$ cat src/rtl/b64e_pkg.sv
`timescale 1ns / 1ps

package b64e_pkg;

    // one raw message byte with its end flag
    typedef struct packed {
        logic [7:0] data_byte;
        logic       message_end;
    } t_in_beat;

    // one encoded character
    typedef struct packed {
        logic [7:0] out_char;
        logic       run_last;
        logic       message_last;
    } t_out_beat;

    // work for one input byte: up to four characters, already encoded
    typedef struct packed {
        logic [3:0][7:0] chars;
        logic [1:0]      last_idx;
        logic            msg_end;
    } t_job;

    // front to queue
    typedef struct packed {
        logic push;
        t_job job;
    } t_push;

    // queue head as seen by the back end
    typedef struct packed {
        logic valid;
        t_job job;
    } t_q_head;

    localparam int QUEUE_DEPTH = 2;

    localparam logic [1:0] PHASE_0 = 2'd0;
    localparam logic [1:0] PHASE_1 = 2'd1;
    localparam logic [1:0] PHASE_2 = 2'd2;

    localparam logic [7:0] CHAR_PAD   = 8'h3d;
    localparam logic [7:0] CHAR_PLUS  = 8'h2b;
    localparam logic [7:0] CHAR_SLASH = 8'h2f;
    localparam logic [7:0] CHAR_UPPER = 8'h41;
    localparam logic [7:0] CHAR_LOWER = 8'h61;
    localparam logic [7:0] CHAR_DIGIT = 8'h30;

    // standard alphabet lookup
    function automatic logic [7:0] sextet_char(input logic [5:0] v);
        logic [7:0] w;
        w = {2'b00, v};
        if (v < 6'd26) begin
            sextet_char = CHAR_UPPER + w;
        end else if (v < 6'd52) begin
            sextet_char = CHAR_LOWER + (w - 8'd26);
        end else if (v < 6'd62) begin
            sextet_char = CHAR_DIGIT + (w - 8'd52);
        end else if (v == 6'd62) begin
            sextet_char = CHAR_PLUS;
        end else begin
            sextet_char = CHAR_SLASH;
        end
    endfunction

endpackage

$ cat src/rtl/b64e_front.sv
`timescale 1ns / 1ps

module b64e_front
    import b64e_pkg::*;
(
    input  logic     i_clk,
    input  logic     i_rst_n,
    input  logic     i_valid,
    input  t_in_beat i_data,
    input  logic     i_full,
    output t_push    o_push
);

    logic [1:0] r_phase;
    logic [3:0] r_left;
    logic [1:0] n_phase;
    logic [3:0] n_left;
    logic       w_take;
    t_job       w_job;
    logic [7:0] w_b;
    logic       w_end;

    assign w_take = i_valid && !i_full;
    assign w_b    = i_data.data_byte;
    assign w_end  = i_data.message_end;

    // split the byte into characters by group position
    always_comb begin
        w_job.msg_end  = w_end;
        w_job.chars[2] = CHAR_PAD;
        w_job.chars[3] = CHAR_PAD;
        unique case (r_phase)
            PHASE_1: begin
                w_job.chars[0] = sextet_char({r_left[1:0], w_b[7:4]});
                w_job.chars[1] = sextet_char({w_b[3:0], 2'b00});
                w_job.last_idx = w_end ? 2'd2 : 2'd0;
                n_phase        = PHASE_2;
                n_left         = w_b[3:0];
            end
            PHASE_2: begin
                w_job.chars[0] = sextet_char({r_left, w_b[7:6]});
                w_job.chars[1] = sextet_char(w_b[5:0]);
                w_job.last_idx = 2'd1;
                n_phase        = PHASE_0;
                n_left         = 4'd0;
            end
            default: begin
                w_job.chars[0] = sextet_char(w_b[7:2]);
                w_job.chars[1] = sextet_char({w_b[1:0], 4'b0000});
                w_job.last_idx = w_end ? 2'd3 : 2'd0;
                n_phase        = PHASE_1;
                n_left         = {2'b00, w_b[1:0]};
            end
        endcase
        if (w_end) begin
            n_phase = PHASE_0;
            n_left  = 4'd0;
        end
    end

    // group position and carried bits
    always_ff @(posedge i_clk) begin
        if (!i_rst_n) begin
            r_phase <= PHASE_0;
            r_left  <= 4'd0;
        end else if (w_take) begin
            r_phase <= n_phase;
            r_left  <= n_left;
        end
    end

    assign o_push.push = w_take;
    assign o_push.job  = w_job;

    // a final byte always closes the group
    a_end_resets: assert property (@(posedge i_clk) disable iff (!i_rst_n)
        w_take && w_end |=> r_phase == PHASE_0 && r_left == 4'd0)
        else $error("phase not cleared after final byte");

    // phase two never carries leftover bits into a new group
    a_phase_legal: assert property (@(posedge i_clk) disable iff (!i_rst_n)
        r_phase == PHASE_0 |-> r_left == 4'd0 || $past(r_phase) == PHASE_0)
        else $error("stale leftover bits at group start");

endmodule

$ cat src/rtl/b64e_queue.sv
`timescale 1ns / 1ps

module b64e_queue
    import b64e_pkg::*;
#(
    parameter int DEPTH = QUEUE_DEPTH
) (
    input  logic    i_clk,
    input  logic    i_rst_n,
    input  t_push   i_push,
    input  logic    i_pop,
    output logic    o_full,
    output t_q_head o_head
);

    localparam int PW = $clog2(DEPTH);
    localparam int CW = $clog2(DEPTH + 1);

    t_job            r_mem [DEPTH];
    logic [PW-1:0]   r_wr;
    logic [PW-1:0]   r_rd;
    logic [CW-1:0]   r_cnt;
    logic            w_pop;

    function automatic logic [PW-1:0] wrap_inc(input logic [PW-1:0] p);
        wrap_inc = (p == PW'(DEPTH - 1)) ? '0 : p + 1'b1;
    endfunction

    assign o_full       = (r_cnt == CW'(DEPTH));
    assign o_head.valid = (r_cnt != '0);
    assign o_head.job   = r_mem[r_rd];
    assign w_pop        = i_pop && o_head.valid;

    // job storage
    always_ff @(posedge i_clk) begin
        if (i_push.push) begin
            r_mem[r_wr] <= i_push.job;
        end
    end

    // pointers and fill level
    always_ff @(posedge i_clk) begin
        if (!i_rst_n) begin
            r_wr  <= '0;
            r_rd  <= '0;
            r_cnt <= '0;
        end else begin
            if (i_push.push) begin
                r_wr <= wrap_inc(r_wr);
            end
            if (w_pop) begin
                r_rd <= wrap_inc(r_rd);
            end
            if (i_push.push && !w_pop) begin
                r_cnt <= r_cnt + 1'b1;
            end else if (!i_push.push && w_pop) begin
                r_cnt <= r_cnt - 1'b1;
            end
        end
    end

    a_no_overflow: assert property (@(posedge i_clk) disable iff (!i_rst_n)
        !(i_push.push && o_full))
        else $error("push into full queue");

    a_cnt_range: assert property (@(posedge i_clk) disable iff (!i_rst_n)
        r_cnt <= CW'(DEPTH))
        else $error("queue level out of range");

    a_ptr_track: assert property (@(posedge i_clk) disable iff (!i_rst_n)
        r_cnt == '0 || r_cnt == CW'(DEPTH) |-> r_wr == r_rd)
        else $error("queue pointers disagree with level");

endmodule

$ cat src/rtl/b64e_back.sv
`timescale 1ns / 1ps

module b64e_back
    import b64e_pkg::*;
(
    input  logic      i_clk,
    input  logic      i_rst_n,
    input  t_q_head   i_head,
    output logic      o_pop,
    output logic      o_valid,
    output t_out_beat o_data,
    input  logic      i_stall
);

    logic [1:0] r_idx;
    logic       r_valid;
    t_out_beat  r_data;
    logic       w_free;
    logic       w_load;
    logic       w_run_last;

    assign w_free     = !r_valid || !i_stall;
    assign w_load     = w_free && i_head.valid;
    assign w_run_last = (r_idx == i_head.job.last_idx);
    assign o_pop      = w_load && w_run_last;

    // character index within the current job
    always_ff @(posedge i_clk) begin
        if (!i_rst_n) begin
            r_idx <= 2'd0;
        end else if (w_load) begin
            r_idx <= w_run_last ? 2'd0 : r_idx + 2'd1;
        end
    end

    // output register
    always_ff @(posedge i_clk) begin
        if (!i_rst_n) begin
            r_valid <= 1'b0;
        end else if (w_free) begin
            r_valid <= i_head.valid;
        end
    end

    always_ff @(posedge i_clk) begin
        if (w_load) begin
            r_data.out_char     <= i_head.job.chars[r_idx];
            r_data.run_last     <= w_run_last;
            r_data.message_last <= w_run_last && i_head.job.msg_end;
        end
    end

    assign o_valid = r_valid;
    assign o_data  = r_data;

    a_idx_bound: assert property (@(posedge i_clk) disable iff (!i_rst_n)
        i_head.valid |-> r_idx <= i_head.job.last_idx)
        else $error("character index past end of job");

    a_msg_run: assert property (@(posedge i_clk) disable iff (!i_rst_n)
        o_valid && o_data.message_last |-> o_data.run_last)
        else $error("message end without run end");

    a_idx_idle: assert property (@(posedge i_clk) disable iff (!i_rst_n)
        !i_head.valid |-> r_idx == 2'd0)
        else $error("index left mid job with empty queue");

endmodule

$ cat src/rtl/base64_stream_encoder_unit.sv
`timescale 1ns / 1ps

// the first character of a byte is registered in the job queue, then in the output register
// throughput: one character per cycle at the output register while i_stall is low; a byte
// yields 1, 1 or 2 characters (up to 4 on the final byte)
// a two-entry job queue lets the front take bytes while the back drains characters
// reset: synchronous active low, clears group phase, queue and output valid

module base64_stream_encoder_unit
    import b64e_pkg::*;
#(
    parameter int QDEPTH = QUEUE_DEPTH
) (
    input  logic      i_clk,
    input  logic      i_rst_n,
    input  logic      i_valid,
    input  t_in_beat  i_data,
    output logic      o_stall,
    output logic      o_valid,
    output t_out_beat o_data,
    input  logic      i_stall
);

    t_push   w_push;
    t_q_head w_head;
    logic    w_full;
    logic    w_pop;

    assign o_stall = w_full;

    b64e_front u_front (
        .i_clk   (i_clk),
        .i_rst_n (i_rst_n),
        .i_valid (i_valid),
        .i_data  (i_data),
        .i_full  (w_full),
        .o_push  (w_push)
    );

    b64e_queue #(
        .DEPTH (QDEPTH)
    ) u_queue (
        .i_clk   (i_clk),
        .i_rst_n (i_rst_n),
        .i_push  (w_push),
        .i_pop   (w_pop),
        .o_full  (w_full),
        .o_head  (w_head)
    );

    b64e_back u_back (
        .i_clk   (i_clk),
        .i_rst_n (i_rst_n),
        .i_head  (w_head),
        .o_pop   (w_pop),
        .o_valid (o_valid),
        .o_data  (o_data),
        .i_stall (i_stall)
    );

endmodule
$ cat config.mk
export PLATFORM = sky130hd
export DESIGN_NAME = base64_stream_encoder_unit
export DESIGN_NICKNAME = d
export VERILOG_FILES = /design/src/rtl/b64e_pkg.sv /design/src/rtl/b64e_front.sv /design/src/rtl/b64e_queue.sv /design/src/rtl/b64e_back.sv /design/src/rtl/base64_stream_encoder_unit.sv
export SDC_FILE = /design/constraint.sdc
export NUM_CORES = 1
export LEC_CHECK = 0
export BUFFER_PORTS_ARGS = -buffer_cell sky130_fd_sc_hd__buf_2
export CORE_ASPECT_RATIO = 2
export CORE_UTILIZATION = 55
export DETAILED_ROUTE_END_ITERATION = 10
export HOLD_SLACK_MARGIN = 0.06
export PLACE_DENSITY_LB_ADDON = 0.25
export SYNTH_ARGS = -nofsm -noshare
export SYNTH_HDL_FRONTEND = slang
export SYNTH_HIERARCHICAL = 1
export SYNTH_SLANG_ARGS = --single-unit
$ cat constraint.sdc
create_clock -name i_clk -period 4.8 [get_ports i_clk]
set_input_delay 0 -clock i_clk [delete_from_list [all_inputs] [get_ports i_clk]]
set_output_delay 0 -clock i_clk [all_outputs]
set_load 0.005 [all_outputs]
Word level (Yosys, flattened, before mapping)
Memories as Yosys holds them, arrays and structs flattened. A register that Yosys moved wholly into a read port is not among the register bits.
Index checks and enable logic that the tools add are counted.

storage, ports and cells
  memories = 1
  bits in writable memories = 38
  input bits = 13
  bits in registers = 23
  memory bits (read-only) = 0
  bits in latches = 0
  output and inout bits = 12

memories
  memory         depth  bits a word  read ports  clocked after memory_dff  write ports  RTL line          source
  u_queue.r_mem  2      19           1           1                         1            b64e_queue.sv:19  t_job r_mem [DEPTH];

operators by class
  multiplexer cells = 40
  equality and inequality tests = 8
  $mul = 0
  shift-type cells = 0
  $add $sub $neg = 35
  reduce and logical (&&, ||, !) cells = 15
  divide/modulo/power cells = 0
  order comparisons = 19
  bitwise gates (word level) = 0

operators with widths
  operator               count
  $mux W8                19
  $lt A6 B6 Y1 const B   12
  $add A6 B8 Y8 const A  6
  $add A7 B6 Y8 const A  6
  $add A7 B8 Y8 const A  6
  $sub A6 B5 Y7 const B  6
  $sub A6 B6 Y7 const B  6
  $lt A6 B5 Y1 const B   6
  $pmux W18 S2           1
  $eq A6 B6 Y1 const B   4
  $bmux W8 S2            1
  $mux W2                6
  $mux W3                4
  $pmux W4 S2            1
  $logic_and A1 B1 Y1    7
  $mux W1                6
  $logic_not A1 Y1       5
  $add A2 B1 Y2 const B  2
  $eq A2 B2 Y1 const B   2
  $mux W4                1
  $pmux W2 S2            1
  $reduce_bool A2 Y1     2
  $lt A2 B3 Y1 const B   1
  $add A1 B1 Y1 const B  2
  other kinds (4)        4

Logic depth before layout (Yosys ltp)
Gate-level depths: netlist of the first run.

  word-level depth = 8
  gate-level depth with buffers = 11
  gate-level depth less buffers = 10

Hierarchy
The synthesis of the first run kept the hierarchy.

modules (own cells, without submodules)
  module      seq. area each (um^2)  cells an instance  times used  area each (um^2)
  b64e_front  120.1                  431                1           3148.0
  b64e_queue  2202.1                 131                1           2736.4
  b64e_back   360.3                  41                 1           695.7

Worst setup path after synthesis of the first run
OpenSTA, ideal clock, no wires.

  kind = reg-to-reg
  start point = reg u_queue.r_cnt[0]
  end point = mem u_queue/r_mem[0][0] in the netlist's numbering, enable pin
  data required time = 4.367 ns
  arrival time = 2.617 ns
  path slack = 1.750 ns
  stages on the path, launching flop included = 6
  period minus slack after synthesis = 3.050 ns
  setup time = 0.433 ns
  cell sequence = dfxtp_1 -> nor2b_1 -> nand2b_1 -> inv_1 -> buf_4 -> nor2b_1

between the ends
  cells in the longest elaborated chain, start to end = 5

ends and longest elaborated chain
  item                           RTL line                          source
  from (decl)                    b64e_queue.sv:22                  logic [CW-1:0] r_cnt;
  from (signal assigned)         b64e_queue.sv:55                  r_cnt <= r_cnt + 1'b1;
  from (signal assigned)         b64e_queue.sv:57                  r_cnt <= r_cnt - 1'b1;
  $eq A2 B2 Y1                   b64e_queue.sv:29                  assign o_full = (r_cnt == CW'(DEPTH));
  via o_stall                    base64_stream_encoder_unit.sv:18  output logic o_stall,
  $logic_not A1 Y1               b64e_front.sv:23                  assign w_take = i_valid && !i_full;
  $logic_and A1 B1 Y1            b64e_front.sv:23
  via u_front.w_take             b64e_front.sv:18                  logic w_take;
  $mux W1                        b64e_queue.sv:36                  if (i_push.push) begin
  $mux W1 (implied by the code)  b64e_queue.sv:37                  r_mem[r_wr] <= i_push.job;
  to (decl)                      b64e_queue.sv:19

The timed path passes the listed nets, and every way through them passes these cells.

==> results.txt, run 1 <==
The core box area came out at 11,700 µm². The reported max-cap violation count is 0. The post-synth design cell area came out at 6580 µm². The worst supply voltage drop on vdd is 0.4211 mV.

The maximum clock skew at final layout came out at 0.007301 ns. The headroom to the max-slew limit came out at 33.19%. Port buffering added 24 buffers.

The biggest area contributor in the post-synthesis netlist is edfxtp_1. The remaining number of nets flagged by the antenna check after routing is 0. The total die area is 12,430 µm². The number of optimization iterations in the first detailed-route pass came out at 5. The count of flip-flops with a built-in enable after synthesis is 80. The final critical-path setup slack came out at 2.032 ns.

After floorplanning, the core was divided into 56 placement rows. The placed wire-length estimate is 12.00 mm. Of all flip-flops after synthesis, the portion carrying an async set or reset was 0%. The sum of negative setup slack came out at 0 ns.

The arrival time at the worst endpoint came out at 2.82 ns. The synthesized flop and latch total came out at 94. For this run, the leading register cell type out of synthesis is edfxtp_1. The routed wire length came out at 15.76 mm.

The via count of the first global-routing pass came out at 4,802. The number of antenna violations at the first check in global routing came out at 0. The final number of hold-violating endpoints is 0. Buffers inserted during clock tree synthesis total 9. Setup repair after global routing left no endpoint under its margin. The total of fill cells in the finished design came out at 968.

The number of antenna diodes in the final layout is 0. Measured in cells, the most critical reg-to-reg path has a length of 8. The clock transition time at the flip-flop clock pins of the worst setup and hold paths is 0.06 ns. STA classifies the critical path endpoint as a flop.

The tree built by TritonCTS fans out to 94 sinks. At the end of routability-driven placement, the weighted congestion stood at 0.9653. The reg-to-reg startpoint is u_front/r_left[0].

The share of post-route cells with drive strength above 1 is 18.58%. The portion of the clock cycle consumed by the worst path in the final layout is 57.66%. The final route contains 4,609 vias. The unique cell type count in the Yosys netlist came out at 77. The number of synthesis warnings is 6.

The global routing usage summed across all routing layers came out at 27.12%. The flow ran to the end, and the final reports show no timing, DRC or antenna violations. The transition time at the pin with the least slew margin is 1.000 ns. The total congestion overflow is 0.

The data required time of the critical path is 4.85 ns. The pre-CTS setup slack is 2.083 ns. The clock latency at the later pin of the worst-skew pair came out at 0.34 ns. The count of boundary I/O pins came out at 25. The area share of the largest cell type after synthesis came out at 36.51%. The die span in y is 156.7 µm.

The number of buffers between clock root and the deepest sink came out at 2. In this run the most critical hold path is launched from i_valid. The number of slew-limit violations in the final report is 0.

The worst min-delay path class is in -> reg. The endpoint identified for the worst register-to-register timing path is u_queue/r_mem[0][9]. The layout net count is 675. The portion of the post-synthesis area used by sequential elements came out at 40.77%. The DRC violations left is 0. The largest fanout of any net on the critical path came out at 15. The synthesis-to-finish area growth is 6.903%. The average vias per placed instance came out at 6.033. The fmax came out at 361.3 MHz. The H-tree was split into 3 levels. The routed length per placed instance came out at 20.63 µm. The initial cell density of the core came out at 56.23%. The cell count after synthesis came out at 603. The first global-routing pass estimated 24.85 mm of wire. The worst setup path is launched from a flop. The critical path starts at u_front/r_left[0]. The die width came out at 79.34 µm. The endpoint of the most critical setup path is u_queue/r_mem[0][9]. The worst setup path is of the reg -> reg kind. The CTS tree is yes. The clock root buffer is clkbuf_16. The worst path in the final design needs a cycle of 2.768 ns, including I/O delays and setup.

Setup violations remaining at the end of the flow were counted as 0. The violation count after the first detailed-route iteration is 246. In this run the static leakage power is 2.594 nW. Power spread over the standard cell area amounts to 395.1 nW/µm². Power comes to 2.779 mW.

The average instance in the mapped netlist occupies 10.91 µm². Yosys attributes the largest share of cell area to edfxtp_1, ha_1, mux2_2. The flop-to-flop setup slack came out at 2.03 ns. The pin count of the biggest net entering global routing is 37.
repair_timing:
action / CTS / global route
buffers inserted: 0 / 0
gates resized for setup: 0 / 0
hold buffers: 4 / 0
hold endpoints to repair: 15 / 0
worst max-delay path, cell delays in order (launching register included):
cell,delay (ns)
dfxtp_1,0.72
inv_1,0.29
ha_1,0.37
xnor2_2,0.28
nand3_1,0.12
a311oi_1,0.21
a21oi_1,0.08
o31ai_1,0.26
nand4_1,0.15
layout by cell type (no fill, tap or decap), types with 5 or more instances in the layout:
| master | count |
|---|---|
| a211oi_1 | 7 |
| a21oi_1 | 31 |
| a21oi_2 | 5 |
| a31oi_1 | 7 |
| and2_1 | 11 |
| buf_2 | 24 |
| clkbuf_16 | 9 |
| conb_1 | 16 |
| dfxtp_1 | 14 |
| edfxtp_1 | 80 |
| ha_1 | 48 |
| inv_1 | 18 |
| mux2_2 | 35 |
| mux2i_1 | 5 |
| mux4_2 | 5 |
| nand2_1 | 42 |
| nand2b_1 | 5 |
| nand3_1 | 18 |
| nand4_1 | 5 |
| nor2_1 | 29 |
| nor2b_1 | 14 |
| o211ai_1 | 7 |
| o21ai_0 | 20 |
| o21ai_1 | 7 |
| xnor2_1 | 32 |
| xnor2_2 | 5 |
| xor2_1 | 16 |
cells by family (layout without fill, tap and decap cells):
logic type	Yosys count	count (layout)	synth area share, %
buffers and inverters	67	69	5.761
AND/OR/NAND/NOR	153	153	12.07
multiplexers	48	48	9.660
AO/OA/AOI/OAI	136	136	14.38
adder cells (fa/ha/maj)	48	48	9.127
XOR/XNOR	55	55	8.119
flip-flops	94	94	40.77
other	2	16	0.1141
sequential cells by signal (all words and copies together), names as in the netlist, named ones only:
signal           count
u_back/r_idx         2
u_front/r_phase      2
u_front/r_left       4
u_queue/r_wr         1
u_back/o_data       10
u_back/o_valid       1
u_queue/r_cnt        2
u_queue/r_rd         1
u_queue/r_mem       70
Yosys cell counts (all sizes together), types with 4 or more instances:
library cell	n
edfxtp	80
ha	48
nand2	43
buf	40
xnor2	37
a21oi	36
mux2	35
nor2	33
o21ai	28
inv	21
nand3	19
xor2	18
nor2b	16
dfxtp	14
and2	11
a21boi	8
mux4	8
o211ai	8
a211oi	7
a31oi	7
nand2b	7
clkbuf	6
mux2i	5
nand4	5
a21o	4
a311oi	4
nand3b	4
nor3	4
layout make-up:
| class | count | area [µm²] | area share, % |
|---|---|---|---|
| Sequential cell | 94 | 2683 | 38.14 |
| Clock inverter | 7 | 97.59 | 1.387 |
| Multi-Input combinational cell | 456 | 3578 | 50.87 |
| Inverter | 21 | 78.83 | 1.121 |
| Clock buffer | 9 | 225.2 | 3.202 |
| Timing Repair Buffer | 32 | 190.2 | 2.704 |
| Tap cell | 145 | 181.4 | 2.579 |
through the flow:
stage               area (µm²)  std cells  hold slack [ns]  util [%]
floorplan                 6633        617           0.1175         -
global placement          6671        744           0.2599     57.01
detailed placement        6671        744           0.2896     57.01
CTS                       7034        764          0.08757     60.12
global route              7034        764           0.1266     60.12
finish                    7034        764          0.09828     60.12
per-layer routing:
metal	global-route usage [%]	routed length, µm	vias up
met5	0	0	-
met4	18.87	983	0
met3	3.265	464	58
met2	52.38	8874	153
met1	25.27	5436	2197
li1	-	-	2201
worst min path at each step:
stage / endpoint / slack [ns] / cells after the start
after floorplan: u_queue/r_wr / 0.12 / 1
after detailed placement: u_queue/r_mem[1][0] / 0.29 / 1
after global routing: u_front/r_left[1] / 0.13 / 3
after CTS: u_front/r_left[2] / 0.09 / 4
final: u_front/r_left[2] / 0.1 / 4
after global placement: u_back/o_valid / 0.26 / 3
report_power, final:
| part | switching, mW | internal (mW) |
|---|---|---|
| clock network | 0.285 | 0.457 |
| logic | 0.454 | 0.376 |
| registers | 0.0889 | 1.12 |
| total | 0.828 | 1.95 |
(Power assumes the default switching activity.)
==> run 2: changes to the inputs <==
--- a/config.mk
+++ b/config.mk
@@ -5,6 +5,7 @@
 export SDC_FILE = /design/constraint.sdc
 export NUM_CORES = 1
 export LEC_CHECK = 0
+export ABC_AREA = 1
 export BUFFER_PORTS_ARGS = -buffer_cell sky130_fd_sc_hd__buf_2
 export CORE_ASPECT_RATIO = 2
 export CORE_UTILIZATION = 55
==> constraint.sdc (replaced) <==
create_clock -name i_clk -period 2.6 [get_ports i_clk]
set_input_delay 0 -clock i_clk [delete_from_list [all_inputs] [get_ports i_clk]]
set_output_delay 0 -clock i_clk [all_outputs]
set_load 0.005 [all_outputs]
==> run 2 against run 1 <==
  * Die area grew 5.1%
  * Clock skew grew 0.0048 ns
  * Via count grew 16%
  * Power grew 60%
  * Core utilization is essentially flat
  * Flip-flop and latch count is the same
  * Combinational power grew 45%
  * Final area grew 4.2%
  * Clock power grew 68%
  * Synthesized area grew 5.2%
==> results.txt, run 2 <==
The async set-reset flop share out of synthesis came out at 0%. The placed cell area came out at 6993 µm². The number of rows in the core area came out at 57. The portion of the post-synthesis area used by sequential elements came out at 38.74%. The largest area contributor in the netlist is edfxtp_1. Across the VDD grid, the largest voltage drop is 0.4709 mV. The most common flop cell mapped by yosys is edfxtp_1.

Dividing total power by cell area gives a power density of 605.1 nW/µm². The peak per-stage delay on the critical path came out at 0.39 ns. The footprint of the multi-input gates is 3565 µm². The worst hold margin is 0.1327 ns.

The sequential cells in the finished layout cover a total of 2684 µm². The global placer's final weighted congestion came out at 1.019. The number of antenna violations at the first check in global routing came out at 0.

The final number of hold-violating endpoints is 0. The worst setup path is launched from a flop. The final setup violation count is 0.

The worst path in the final design needs a cycle of 2.179 ns, including I/O delays and setup. The clock latency at the later pin of the worst-skew pair is 0.34 ns. The layout net count came out at 879. Of all nets on the critical path, the largest fanout is 11. The initial cell density of the core is 56.79%. The average vias per placed instance came out at 5.502. In this run the clock root is driven by a clkbuf_16. Walking the worst path, the cells encountered are buf_4 -> o21ai_2 -> nand2_1 -> ha_1 -> xnor2_1 -> inv_1 -> a21oi_1 -> nand2_1 -> nand2_1 -> nand2_1 -> nand2_1 -> nand2_1. The kind of capture point of the worst setup path is a flop. The analysis attributes to cell leakage a power of 3.189 nW. Entering global routing, the biggest net connects 36 pins.

Summing every instance area after synthesis gives 6925 µm². For this block, the initial DRC count from the detailed router was 293. TritonCTS built the clock tree. For this run, the total global-route usage over all layers was measured as 26.20%.

Counting every instance in the synthesized netlist gives 797. The register with the most flip-flops in the final layout is u_queue/r_mem. The count of flip-flops with a built-in enable after synthesis came out at 80. The synthesis-to-finish area growth came out at 5.799%. The number of flip-flops under the largest register name came out at 70. The H-tree depth is 3. Setup repair after global routing left no endpoint under its margin. The tool flagged a number of max-cap violations equal to 0. The worst hold path belongs to the class in -> reg.

The repair_antennas step left the layout with diodes totalling 0. The unique cell type count in the Yosys netlist is 47. The global-route wire length before repair is 25.74 mm. The clock transition time at the flip-flop clock pins of the worst setup and hold paths came out at 0.07 ns. The routed design has 16.13 mm of wire.

The data required time of the critical path came out at 2.68 ns. The count of vias placed by the detailed router came out at 5,337. The utilization after layout is 60.08%. Synthesis inferred 94 register bits. The post-cts repair resize count is 0. After filler insertion, the fill cell instance count of the layout stands at 1,113. Leaving out fill and tap cells, the most frequent cell in the layout is nand2_1. The completed layout was analyzed and its total power is 4.434 mW.

Setup total negative slack on the finished layout was measured at 0 ns. The run finished with clean final reports. The number of optimization iterations in the first detailed-route pass is 5.

The die width is 81.35 µm. Headroom to the max-slew limit came out at 61.47%. The count of boundary I/O pins is 25.

Leaving out fill and tap cells, the most frequent cells in the layout are nand2_1, edfxtp_1, inv_1, nor2_1. The routed length per placed instance came out at 16.63 µm. The remaining number of nets flagged by the antenna check after routing came out at 0. Yosys instantiated no cell more often than nand2_1.

Dividing the synthesized area by the synthesized cell count gives 8.689 µm². The number of synthesis warnings came out at 6. The commonest cells after synthesis are nand2_1, edfxtp_1, inv_1.

The maximum clock skew at final layout came out at 0.01212 ns. The portion of the clock cycle consumed by the worst path in the final layout is 83.79%. By area the synthesized netlist is led by edfxtp_1, nand2_1, ha_1.

Based on the critical path, the design can be clocked at up to 459.0 MHz. After global routing the overflow that remains totals 0. In this run, CTS created clock tree buffers numbering 9.

Among all stages on the critical path, the largest delay is contributed by dfxtp_1. The TritonCTS sink count came out at 94. The setup path with the least slack is of type reg -> reg.

The number of buffers between clock root and the deepest sink came out at 2. The die span in y came out at 160.7 µm. The transition time at the pin with the least slew margin came out at 0.5779 ns. The cell area after layout came out at 7327 µm².

In the routed design, unresolved DRC markers number 0. The total area inside the core boundary comes to 12,200 µm². The share of post-route cells with drive strength above 1 is 16.16%. The arrival time at the worst endpoint came out at 2.26 ns. The area share of the largest cell type after synthesis came out at 34.69%. The total die area is 13,070 µm². The number of slew-limit violations in the final report is 0. The number of port buffers came out at 24. Among the stages of the critical path, the cell type that occurs most often is nand2_1. The placed wire-length estimate is 12.43 mm. The via count of the first global-routing pass is 5,436.
run 2: cell count changes in the layout (fill, tap and decap cells not counted), sizes merged, moves of 11 or more:
cell and change:
nand3 +32, xnor2 -27, nor2 +35, nor2b -16, a21oi +13, o21ai +31, nand2 +146, and2 -11
inv +68
run 2: what timing repair did:
action	4_1_cts	5_1_grt
hold buffers	4	0
hold endpoints to repair	16	0
buffers inserted	0	0
run 2: layout make-up:
type | count | area share, %
well taps | 147 | 2.510
multi-input cells | 582 | 48.65
clock inverters | 5 | 0.5464
flip-flops and latches | 94 | 36.63
repair buffers | 41 | 3.518
inverters | 90 | 4.679
clock buffers | 11 | 3.467
run 2: final timing paths:
path | from | end | slack (ns) | cells past startpoint
max | u_front/r_left[1] | u_queue/r_mem[0][9] | 0.42 | 12
min | i_data[1] | u_front/r_left[0] | 0.13 | 3
max reg2reg | u_front/r_left[1] | u_queue/r_mem[0][9] | 0.42 | 12
min reg2reg | u_front/r_phase[1] | u_front/r_phase[1] | 0.50 | 2
run 2: kinds of logic after synthesis:
family,share of synthesized area (%)
flops,38.74
mux,7.317
xor+xnor,3.125
compound gates,11.49
simple gates,19.89
fa+ha+maj,8.672
other cells,0.1084
buf+inv,10.66
run 2: layer usage:
| layer | vias up | track usage, % | wire length (µm) | part of all wire (%) |
|---|---|---|---|---|
| li1 | 2681 | - | - | - |
| met5 | - | 0 | 0 | 0 |
| met2 | 151 | 49.51 | 8963 | 56 |
| met3 | 45 | 2.670 | 446 | 2.8 |
| met4 | 0 | 15.26 | 810 | 5.0 |
| met1 | 2460 | 26.07 | 5913 | 37 |
run 2: critical path: cells and delay by family (launching register included):
family,cells,cell delay [ns]
compound gates,2,0.49
flops,1,0.39
fa+ha+maj,1,0.22
simple gates,6,0.42
buf+inv,2,0.26
xor+xnor,1,0.15
run 2: metrics by stage:
step / std cells / setup WS, ns
after floorplan: 811 / 0.5551
final: 970 / 0.4214
after detailed placement: 950 / 0.3827
after CTS: 970 / 0.4360
after global routing: 970 / 0.2563
after global placement: 950 / 0.3929
run 2: power breakdown:
part | switching (mW) | internal [mW] | total [mW]
combinational | 0.743 | 0.460 | 1.20
clock | 0.539 | 0.713 | 1.25
sequential | 0.0759 | 1.90 | 1.98
